--- src/rfpw_pkg.sv ---
// Shared types, codes and colour helpers for the rectangle fill pixel writer.
// No dependencies.
package rfpw_pkg;

    localparam logic CMD_START = 1'b0;
    localparam logic CMD_TICK  = 1'b1;

    localparam logic [1:0] CFG_BUFFER_BASE    = 2'd0;
    localparam logic [1:0] CFG_HRES           = 2'd1;
    localparam logic [1:0] CFG_RESAMPLER_MODE = 2'd2;

    localparam logic [15:0] HRES_RST           = 16'd320;
    localparam logic [5:0]  RESAMPLER_MODE_RST = 6'h14;
    localparam logic [15:0] HALF_RES_WIDTH     = 16'd160;

    // Offset holds (row << stride) + (col << 1) for strides up to 12
    localparam int OFFSET_W    = 25;
    localparam int QUEUE_DEPTH = 4;

    typedef enum logic [1:0] {
        DEPTH_OTHER,
        DEPTH_8,
        DEPTH_16
    } depth_t;

    typedef struct packed {
        logic        command;
        logic [11:0] x_pos;
        logic [11:0] y_pos;
        logic [10:0] rect_width;
        logic [10:0] rect_height;
        logic [23:0] rgb_color;
    } cmd_t;

    typedef struct packed {
        logic [OFFSET_W-1:0] offset;
        logic [15:0]         data;
        logic                last;
    } wr_desc_t;

    function automatic depth_t depth_class(input logic [5:0] mode);
        depth_t d;
        unique case (mode) inside
            6'h07, 6'h11, 6'h31:
                d = DEPTH_8;
            6'h00, 6'h12, 6'h17, 6'h19, 6'h32, 6'h37, 6'h39:
                d = DEPTH_OTHER;
            default:
                d = DEPTH_16;
        endcase
        return d;
    endfunction

    function automatic logic [15:0] convert_colour(input depth_t d, input logic [23:0] c);
        logic [15:0] p;
        case (d)
            DEPTH_8:  p = {c[23:21], c[15:13], c[7:6], c[23:21], c[15:13], c[7:6]};
            DEPTH_16: p = {c[23:19], c[15:10], c[7:3]};
            default:  p = c[15:0];
        endcase
        return p;
    endfunction

endpackage

--- src/rfpw_front.sv ---
// Command front end: decodes start and tick transactions, holds the rectangle walk state
// and pushes one write descriptor per tick. Depends on rfpw_pkg.
module rfpw_front #(
    parameter int ROW_STRIDE_LOG2 = 10
) (
    input  logic              clk,
    input  logic              rst_n,
    input  logic              cmd_valid,
    output logic              cmd_ready,
    input  rfpw_pkg::cmd_t    cmd,
    input  logic [15:0]       hres,
    input  logic [5:0]        resampler_mode,
    input  logic              queue_full,
    output logic              push,
    output rfpw_pkg::wr_desc_t push_desc
);
    import rfpw_pkg::*;

    localparam int SHIFT_W = $clog2(ROW_STRIDE_LOG2 + 1);

    logic               busy_reg,      busy_next;
    logic [11:0]        cur_row_reg,   cur_row_next;
    logic [11:0]        cur_col_reg,   cur_col_next;
    logic [11:0]        first_col_reg, first_col_next;
    logic [11:0]        end_col_reg,   end_col_next;
    logic [11:0]        end_row_reg,   end_row_next;
    logic [15:0]        pixel_reg,     pixel_next;
    logic [SHIFT_W-1:0] shift_reg,     shift_next;

    depth_t             depth;
    logic               res;
    logic               col8;
    logic [1:0]         xs;
    logic               accept;
    logic               start;
    logic               tick;
    logic signed [13:0] x_ext, y_ext, x_end, y_end;
    logic signed [13:0] x1_raw, y1_raw, x1, y1, x2, y2;
    logic               empty_rect;
    logic               col_end;
    logic               last;

    assign cmd_ready = !queue_full;
    assign accept    = cmd_valid && cmd_ready;
    assign start     = accept && (cmd.command == CMD_START) && !busy_reg;
    assign tick      = accept && (cmd.command == CMD_TICK) && busy_reg;

    assign depth = depth_class(resampler_mode);
    assign res   = (hres == HALF_RES_WIDTH);
    assign col8  = (depth == DEPTH_8);
    assign xs    = {1'b0, res} + {1'b0, col8};

    assign x_ext  = {{2{cmd.x_pos[11]}}, cmd.x_pos};
    assign y_ext  = {{2{cmd.y_pos[11]}}, cmd.y_pos};
    assign x_end  = x_ext + $signed({3'b000, cmd.rect_width}) - 14'sd1;
    assign y_end  = y_ext + $signed({3'b000, cmd.rect_height}) - 14'sd1;
    assign x1_raw = x_ext >>> xs;
    assign y1_raw = y_ext >>> res;
    assign x2     = x_end >>> xs;
    assign y2     = y_end >>> res;
    assign x1     = x1_raw[13] ? 14'sd0 : x1_raw;
    assign y1     = y1_raw[13] ? 14'sd0 : y1_raw;
    assign empty_rect = (x2 < x1) || (y2 < y1);

    assign col_end = (cur_col_reg == end_col_reg);
    assign last    = col_end && (cur_row_reg == end_row_reg);

    assign push             = tick;
    assign push_desc.offset = (OFFSET_W'(cur_row_reg) << shift_reg)
                            + OFFSET_W'({cur_col_reg, 1'b0});
    assign push_desc.data   = pixel_reg;
    assign push_desc.last   = last;

    always_comb
    begin
        busy_next      = busy_reg;
        cur_row_next   = cur_row_reg;
        cur_col_next   = cur_col_reg;
        first_col_next = first_col_reg;
        end_col_next   = end_col_reg;
        end_row_next   = end_row_reg;
        pixel_next     = pixel_reg;
        shift_next     = shift_reg;
        if (start && !empty_rect)
        begin
            busy_next      = 1'b1;
            cur_row_next   = y1[11:0];
            cur_col_next   = x1[11:0];
            first_col_next = x1[11:0];
            end_col_next   = x2[11:0];
            end_row_next   = y2[11:0];
            pixel_next     = convert_colour(depth, cmd.rgb_color);
            shift_next     = SHIFT_W'(ROW_STRIDE_LOG2) - SHIFT_W'(res) - SHIFT_W'(col8);
        end
        else if (tick)
        begin
            if (last)
            begin
                busy_next = 1'b0;
            end
            else if (col_end)
            begin
                cur_col_next = first_col_reg;
                cur_row_next = cur_row_reg + 12'd1;
            end
            else
            begin
                cur_col_next = cur_col_reg + 12'd1;
            end
        end
    end

    always_ff @(posedge clk or negedge rst_n)
    begin
        if (!rst_n)
        begin
            busy_reg      <= 1'b0;
            cur_row_reg   <= '0;
            cur_col_reg   <= '0;
            first_col_reg <= '0;
            end_col_reg   <= '0;
            end_row_reg   <= '0;
            pixel_reg     <= '0;
            shift_reg     <= SHIFT_W'(ROW_STRIDE_LOG2);
        end
        else
        begin
            busy_reg      <= busy_next;
            cur_row_reg   <= cur_row_next;
            cur_col_reg   <= cur_col_next;
            first_col_reg <= first_col_next;
            end_col_reg   <= end_col_next;
            end_row_reg   <= end_row_next;
            pixel_reg     <= pixel_next;
            shift_reg     <= shift_next;
        end
    end

    a_walk_in_bounds: assert property (@(posedge clk) disable iff (!rst_n)
        busy_reg |-> (cur_row_reg <= end_row_reg) && (cur_col_reg <= end_col_reg))
        else $error("walk position beyond rectangle end");

    a_last_ends_busy: assert property (@(posedge clk) disable iff (!rst_n)
        (push && push_desc.last) |=> !busy_reg)
        else $error("still busy after last write");

    a_start_sets_busy: assert property (@(posedge clk) disable iff (!rst_n)
        (start && !empty_rect) |=> busy_reg)
        else $error("non-empty start did not set busy");

endmodule

--- src/rfpw_queue.sv ---
// Short descriptor queue between the command front end and the write back end.
// Depends on rfpw_pkg.
module rfpw_queue (
    input  logic               clk,
    input  logic               rst_n,
    input  logic               push,
    input  rfpw_pkg::wr_desc_t push_desc,
    output logic               full,
    input  logic               pop,
    output rfpw_pkg::wr_desc_t pop_desc,
    output logic               empty
);
    import rfpw_pkg::*;

    localparam int PTR_W = $clog2(QUEUE_DEPTH);
    localparam int CNT_W = $clog2(QUEUE_DEPTH + 1);

    wr_desc_t           mem [QUEUE_DEPTH];
    logic [PTR_W-1:0]   wr_ptr_reg, wr_ptr_next;
    logic [PTR_W-1:0]   rd_ptr_reg, rd_ptr_next;
    logic [CNT_W-1:0]   count_reg,  count_next;

    assign full     = (count_reg == CNT_W'(QUEUE_DEPTH));
    assign empty    = (count_reg == '0);
    assign pop_desc = mem[rd_ptr_reg];

    always_comb
    begin
        wr_ptr_next = push ? wr_ptr_reg + PTR_W'(1) : wr_ptr_reg;
        rd_ptr_next = pop  ? rd_ptr_reg + PTR_W'(1) : rd_ptr_reg;
        count_next  = count_reg + CNT_W'(push) - CNT_W'(pop);
    end

    always_ff @(posedge clk)
    begin
        if (push)
        begin
            mem[wr_ptr_reg] <= push_desc;
        end
    end

    always_ff @(posedge clk or negedge rst_n)
    begin
        if (!rst_n)
        begin
            wr_ptr_reg <= '0;
            rd_ptr_reg <= '0;
            count_reg  <= '0;
        end
        else
        begin
            wr_ptr_reg <= wr_ptr_next;
            rd_ptr_reg <= rd_ptr_next;
            count_reg  <= count_next;
        end
    end

endmodule

--- src/rfpw_back.sv ---
// Write back end: adds the framebuffer base to queued offsets into the output register.
// Depends on rfpw_pkg.
module rfpw_back (
    input  logic               clk,
    input  logic               rst_n,
    input  logic [31:0]        buffer_base,
    input  logic               queue_empty,
    input  rfpw_pkg::wr_desc_t queue_desc,
    output logic               pop,
    output logic               out_valid,
    input  logic               out_ready,
    output logic [31:0]        write_address,
    output logic [15:0]        write_data,
    output logic               last_write
);
    import rfpw_pkg::*;

    logic        valid_reg, valid_next;
    logic [31:0] addr_reg;
    logic [15:0] data_reg;
    logic        last_reg;

    assign pop        = !queue_empty && (!valid_reg || out_ready);
    assign valid_next = pop || (valid_reg && !out_ready);

    assign out_valid     = valid_reg;
    assign write_address = addr_reg;
    assign write_data    = data_reg;
    assign last_write    = last_reg;

    always_ff @(posedge clk or negedge rst_n)
    begin
        if (!rst_n)
        begin
            valid_reg <= 1'b0;
        end
        else
        begin
            valid_reg <= valid_next;
        end
    end

    always_ff @(posedge clk)
    begin
        if (pop)
        begin
            addr_reg <= buffer_base + 32'(queue_desc.offset);
            data_reg <= queue_desc.data;
            last_reg <= queue_desc.last;
        end
    end

endmodule

--- src/rect_fill_pixel_writer.sv ---
// Top level of the rectangle fill pixel writer: configuration registers and stream ports.
// Depends on rfpw_pkg, rfpw_front, rfpw_queue and rfpw_back.
//
//  channel | signals                              | carries
//  s       | s_tvalid s_tready s_tdata s_tuser    | start or tick command
//  m       | m_tvalid m_tready m_tdata m_tlast    | halfword pixel write
//  cfg     | cfg_valid cfg_ready cfg_index cfg_data | register write
//
// One command per cycle while the queue is not full; a tick is written into the queue when
// accepted, and its write then passes through the output register (base add) onto m.
// A four-entry descriptor queue plus the output register absorb m-side stalls;
// s_tready drops only when the queue is full. Config writes always complete at once.
// Reset clears the walk state and loads the register defaults.
module rect_fill_pixel_writer #(
    parameter int ROW_STRIDE_LOG2 = 10
) (
    input  logic        clk,
    input  logic        rst_n,
    input  logic        s_tvalid,
    output logic        s_tready,
    // x_pos[11:0], y_pos[23:12], rect_width[34:24], rect_height[45:35], rgb_color[69:46]
    input  logic [71:0] s_tdata,
    // command[0]
    input  logic        s_tuser,
    output logic        m_tvalid,
    input  logic        m_tready,
    // write_address[31:0], write_data[47:32]
    output logic [47:0] m_tdata,
    output logic        m_tlast,
    input  logic        cfg_valid,
    output logic        cfg_ready,
    input  logic [1:0]  cfg_index,
    input  logic [31:0] cfg_data
);
    import rfpw_pkg::*;

    logic [31:0] buffer_base_reg;
    logic [15:0] hres_reg;
    logic [5:0]  resampler_mode_reg;

    cmd_t        cmd;
    logic        push, pop, full, empty;
    wr_desc_t    push_desc, pop_desc;
    logic [31:0] write_address;
    logic [15:0] write_data;

    assign cfg_ready = 1'b1;

    always_ff @(posedge clk or negedge rst_n)
    begin
        if (!rst_n)
        begin
            buffer_base_reg    <= '0;
            hres_reg           <= HRES_RST;
            resampler_mode_reg <= RESAMPLER_MODE_RST;
        end
        else if (cfg_valid && cfg_ready)
        begin
            case (cfg_index)
                CFG_BUFFER_BASE:    buffer_base_reg    <= cfg_data;
                CFG_HRES:           hres_reg           <= cfg_data[15:0];
                CFG_RESAMPLER_MODE: resampler_mode_reg <= cfg_data[5:0];
                default:            ;
            endcase
        end
    end

    assign cmd.command     = s_tuser;
    assign cmd.x_pos       = s_tdata[11:0];
    assign cmd.y_pos       = s_tdata[23:12];
    assign cmd.rect_width  = s_tdata[34:24];
    assign cmd.rect_height = s_tdata[45:35];
    assign cmd.rgb_color   = s_tdata[69:46];

    rfpw_front #(
        .ROW_STRIDE_LOG2 (ROW_STRIDE_LOG2)
    ) u_front (
        .clk            (clk),
        .rst_n          (rst_n),
        .cmd_valid      (s_tvalid),
        .cmd_ready      (s_tready),
        .cmd            (cmd),
        .hres           (hres_reg),
        .resampler_mode (resampler_mode_reg),
        .queue_full     (full),
        .push           (push),
        .push_desc      (push_desc)
    );

    rfpw_queue u_queue (
        .clk       (clk),
        .rst_n     (rst_n),
        .push      (push),
        .push_desc (push_desc),
        .full      (full),
        .pop       (pop),
        .pop_desc  (pop_desc),
        .empty     (empty)
    );

    rfpw_back u_back (
        .clk           (clk),
        .rst_n         (rst_n),
        .buffer_base   (buffer_base_reg),
        .queue_empty   (empty),
        .queue_desc    (pop_desc),
        .pop           (pop),
        .out_valid     (m_tvalid),
        .out_ready     (m_tready),
        .write_address (write_address),
        .write_data    (write_data),
        .last_write    (m_tlast)
    );

    assign m_tdata = {write_data, write_address};

endmodule

--- config.mk ---
export PLATFORM = sky130hd
export DESIGN_NAME = rect_fill_pixel_writer
export DESIGN_NICKNAME = d
export VERILOG_FILES = /design/src/rfpw_pkg.sv /design/src/rfpw_front.sv /design/src/rfpw_queue.sv /design/src/rfpw_back.sv /design/src/rect_fill_pixel_writer.sv
export SDC_FILE = /design/constraint.sdc
export NUM_CORES = 1
export LEC_CHECK = 0
export ABC_AREA = 1
export BUFFER_PORTS_ARGS = -buffer_cell sky130_fd_sc_hd__buf_2
export CAP_MARGIN = 20
export CORE_ASPECT_RATIO = 0.8
export CORE_MARGIN = 2
export CORE_UTILIZATION = 55
export CTS_BUF_LIST = sky130_fd_sc_hd__clkbuf_4 sky130_fd_sc_hd__clkbuf_8
export DETAILED_ROUTE_END_ITERATION = 10
export MAX_ROUTING_LAYER = met4
export PLACE_DENSITY = 0.81
export SLEW_MARGIN = 20
export SYNTH_ARGS = -nofsm -noshare
export SYNTH_HDL_FRONTEND = slang
export SYNTH_SLANG_ARGS = --single-unit
--- constraint.sdc ---
create_clock -name clk -period 4.7 [get_ports clk]
set_input_delay 0.47 -clock clk [delete_from_list [all_inputs] [get_ports clk]]
set_output_delay 0.47 -clock clk [all_outputs]
set_load 0.005 [all_outputs]
==> flow_metrics.env <==
export IMPL_outcome="finished clean"
export IMPL_critical_path_reg2reg_startpoint="resampler_mode_reg[2]"
export IMPL_number_of_global_route_vias_before_repair=14691
export IMPL_netlist_top_cells_area="sky130_fd_sc_hd__edfxtp_1 32%, sky130_fd_sc_hd__dfrtp_1 17%, sky130_fd_sc_hd__nand2_1 9.8%, sky130_fd_sc_hd__o21ai_0 5.6%, sky130_fd_sc_hd__ha_1 5.3%"
export IMPL_share_comb_of_total_power=0.369
export IMPL_met3WireLength_mm=2.79
export IMPL_leakage_power_figure_nw=9.94
export IMPL_timing_slew_headroom=0.338
export IMPL_switching_power_mw=4.58
export IMPL_place_port_buffers=157
export IMPL_synth_xor_area_share=0.0386
export IMPL_cp_slowest_stage_delay_ps=540
export IMPL_yosysTopAreaCellShare=0.322
export IMPL_place_detailed_hpwl_mm=32.1
export IMPL_numClockSinks=349
export IMPL_antenna_violations_before_repair=0
export IMPL_yosysSeqAreaShare=0.503
export IMPL_timing_critical_path_depth=25
export IMPL_postSynth_asyncResetShare=0.401
export IMPL_setup_worst_path_class="flop to flop"
export IMPL_highest_signal_layer="met4"
export IMPL_report_final_slew_viol_count=0
export IMPL_largest_net_degree_at_the_start_of_global_routing=87
export IMPL_setup_worst_path_end_class="flop"
export IMPL_power_density_nw_per_um2=557
export IMPL_netlist_area_um2=19500
export IMPL_core_area_um2=34800
export IMPL_ctsHtreeMaxLevel=2
export IMPL_finClkSkew_ps=19.7
export IMPL_slowest_stage="sky130_fd_sc_hd__dfstp_2"
export IMPL_tritoncts_clock_tree="built"
export IMPL_critPathLaunch="resampler_mode_reg[2]"
export IMPL_route_final_wire_length_mm=45.1
export IMPL_final_cell_utilization_of_the_core=0.631
export IMPL_routabilityCongestion=0.908
export IMPL_critical_path_endpoint="u_front.first_col_reg[6]"
export IMPL_max_cap_violations=0
export IMPL_timing_critical_path_max_delay_family="simple AND/OR/NAND/NOR gates"
export IMPL_synth_adder_area_share=0.0579
export IMPL_number_of_synthesis_warnings=0
export IMPL_setup_repair_after_global_routing_missed_its_margin="false"
export IMPL_crit_fanout=61
export IMPL_cp_arrival_ps=4790
export IMPL_worstSkewPairLatency_ps=570
export IMPL_wire_per_inst_um=15.7
export IMPL_drt_antenna_violating_nets=0
export IMPL_dr_total_vias=15530
export IMPL_synth_edff_count=209
export IMPL_syn_num_nets=2386
export IMPL_cellInternalPower_mw=7.67
export IMPL_synth_flop_cell="sky130_fd_sc_hd__edfxtp_1"
export IMPL_die_width_um=214
export IMPL_initialDrtViolationCount=1231
export IMPL_start_util=0.559
export IMPL_cts_root_buffer="sky130_fd_sc_hd__clkbuf_8"
export IMPL_synth_seq_cells=349
export IMPL_setup_worst_path_start_class="flop"
export IMPL_power_ir_vdd_worst_v=0.000308
export IMPL_synth_avg_cell_area_um2=8.90
export IMPL_drt_vias_per_instance=5.42
export IMPL_setup_total_negative_slack_ps=0
export IMPL_synthesis_instances=2187
export IMPL_grt_overflow_total=0
export IMPL_clk_transition_reported_paths_ps=60
export IMPL_pwr_share_seq=0.402
export IMPL_number_of_endpoints_with_negative_hold_slack_in_the_final_report=0
export IMPL_worst_r2r_endpoint="u_front.first_col_reg[6]"
export IMPL_critical_path_top_cell_by_count="sky130_fd_sc_hd__nand2_1"
export IMPL_synth_compound_area_share=0.119
export IMPL_dieArea_um2=36900
export IMPL_timing_final_crit_period_ps=4320
export IMPL_post_synth_mux_area_share=0.0108
export IMPL_cts_made_buffers=53
export IMPL_drc=0
export IMPL_synthSimpleGateAreaFrac=0.199
export IMPL_cts_max_path_buffers=3
export IMPL_io_pins=164
export IMPL_synth_distinct_cells=59
export IMPL_fillerInstances=2872
export IMPL_synth_top_family_by_area="simple AND/OR/NAND/NOR gates"
export IMPL_routed_wl_met2_mm=21.5
export IMPL_netlist_top_cell_by_area="sky130_fd_sc_hd__edfxtp_1"
export IMPL_max_clock_freq_mhz=232
export IMPL_r2r_cells=25
export IMPL_met1Wirelength_mm=19.9
export IMPL_first_pass_grt_wire_length_mm=73.0
export IMPL_switching_share=0.374
export IMPL_fin_nets=2547
export IMPL_critical_path_required_ps=5170
export IMPL_worstHoldPathType="primary input to flop"
export IMPL_rows=61
export IMPL_layout_drive_gt1_share=0.161
export IMPL_setup_violations_final=0
export IMPL_worst_path_buf_inv=6
export IMPL_r2r_setup_slk_ps=380
export IMPL_dieHeight_um=172
export IMPL_power_clock_fraction=0.229
export IMPL_largest_register_ff_count=160
export IMPL_drtPass1Iterations=5
export IMPL_min_period_over_period=0.919
export IMPL_syn_to_final_growth_pct=12.9
export IMPL_worst_pin_slew_ps=990
export IMPL_antennaDiodeCount=0
export IMPL_global_route_usage_total=0.251
## routing by layer
metal,track usage,vias to the layer above
met2,0.420,505
met4,0.0622,0
met5,-,-
met3,0.0308,79
li1,-,7681
met1,0.331,7265
## cells by family after synthesis
group,count (synthesis)
other cells,1
simple gates,909
compound gates,405
fa+ha+maj,87
flops,349
buf+inv,333
mux,19
xor+xnor,84
## cell usage in the layout (no fill, tap or decap), drive strengths merged, types with 60 or more instances in the layout
master / count
dfrtp: 135
buf: 188
nand3: 130
nor2: 190
clkbuf: 83
nand2: 521
xor2: 60
ha: 82
a21oi: 60
inv: 247
edfxtp: 209
o21ai: 245
## layout make-up
type / count / area [um2] / share of cell area
clock buffers: 83 / 1030 / 0.0469
clock inverters: 17 / 209 / 0.00951
well taps: 472 / 591 / 0.0269
repair buffers: 189 / 1070 / 0.0488
inverters: 250 / 947 / 0.0431
multi-input cells: 1505 / 8340 / 0.379
flip-flops and latches: 349 / 9790 / 0.445
## how the worst min path moves through the flow
| stage | cells past startpoint | from | slack, ps | endpoint |
|---|---|---|---|---|
| after floorplan | 0 | rst_n | 170 | buffer_base_reg[0] |
| after global placement | 0 | buffer_base_reg[0] | 430 | u_back.write_address[0] |
| after detailed placement | 0 | buffer_base_reg[0] | 440 | u_back.write_address[0] |
| after CTS | 2 | cfg_data[23] | 100 | buffer_base_reg[23] |
| after global routing | 2 | cfg_data[17] | 100 | buffer_base_reg[17] |
| final | 2 | cfg_data[17] | 130 | buffer_base_reg[17] |
## power groups by stage
stage | combinational, mW | clock, mW | sequential [mW]
floorplan | 3.21 | 0 | 4.80
global placement | 4.28 | 0 | 4.91
detailed placement | 4.47 | 0 | 4.96
CTS | 4.51 | 2.85 | 4.91
global route | 5.09 | 2.99 | 5.01
finish | 4.52 | 2.80 | 4.93
## cell usage after synthesis, types with 6 or more instances
master / count
sky130_fd_sc_hd__a21oi_1: 59
sky130_fd_sc_hd__o21ai_1: 19
sky130_fd_sc_hd__nor3_1: 27
sky130_fd_sc_hd__clkbuf_1: 54
sky130_fd_sc_hd__o21ai_2: 7
sky130_fd_sc_hd__o211ai_2: 13
sky130_fd_sc_hd__a21o_1: 7
sky130_fd_sc_hd__xor2_1: 59
sky130_fd_sc_hd__xnor2_1: 23
sky130_fd_sc_hd__o22ai_1: 48
sky130_fd_sc_hd__buf_2: 14
sky130_fd_sc_hd__nand3_1: 116
sky130_fd_sc_hd__a31oi_1: 6
sky130_fd_sc_hd__nor2_1: 183
sky130_fd_sc_hd__dfrtp_1: 135
sky130_fd_sc_hd__ha_1: 82
sky130_fd_sc_hd__mux2_2: 16
sky130_fd_sc_hd__inv_1: 237
sky130_fd_sc_hd__o21ai_0: 219
sky130_fd_sc_hd__edfxtp_1: 209
sky130_fd_sc_hd__nand2_1: 507
sky130_fd_sc_hd__nand4_1: 26
sky130_fd_sc_hd__inv_2: 8
sky130_fd_sc_hd__nand3_2: 13
sky130_fd_sc_hd__nand2_2: 13
## repair_timing
item                                    4_1_cts  5_1_grt
buffers inserted                              0        4
hold endpoints to repair                     64        0
hold buffers                                  1        0
endpoints found under the setup margin        0       72
resized for setup                             0        4
## metrics by stage
step / cell area (um2) / std cells / worst slack (ps) / hold slack (ps) / power, mW
finish: 22000 / 2865 / 380 / 128 / 12.3
global route: 22000 / 2865 / 8.80 / 102 / 13.1
CTS: 21900 / 2860 / 127 / 96.3 / 12.3
detailed placement: 20700 / 2759 / -19.8 / 445 / 9.43
global placement: 20700 / 2759 / 146 / 433 / 9.19
floorplan: 19500 / 2187 / 272 / 174 / 8.00
No activity file was read; power rests on OpenSTA's default activity.
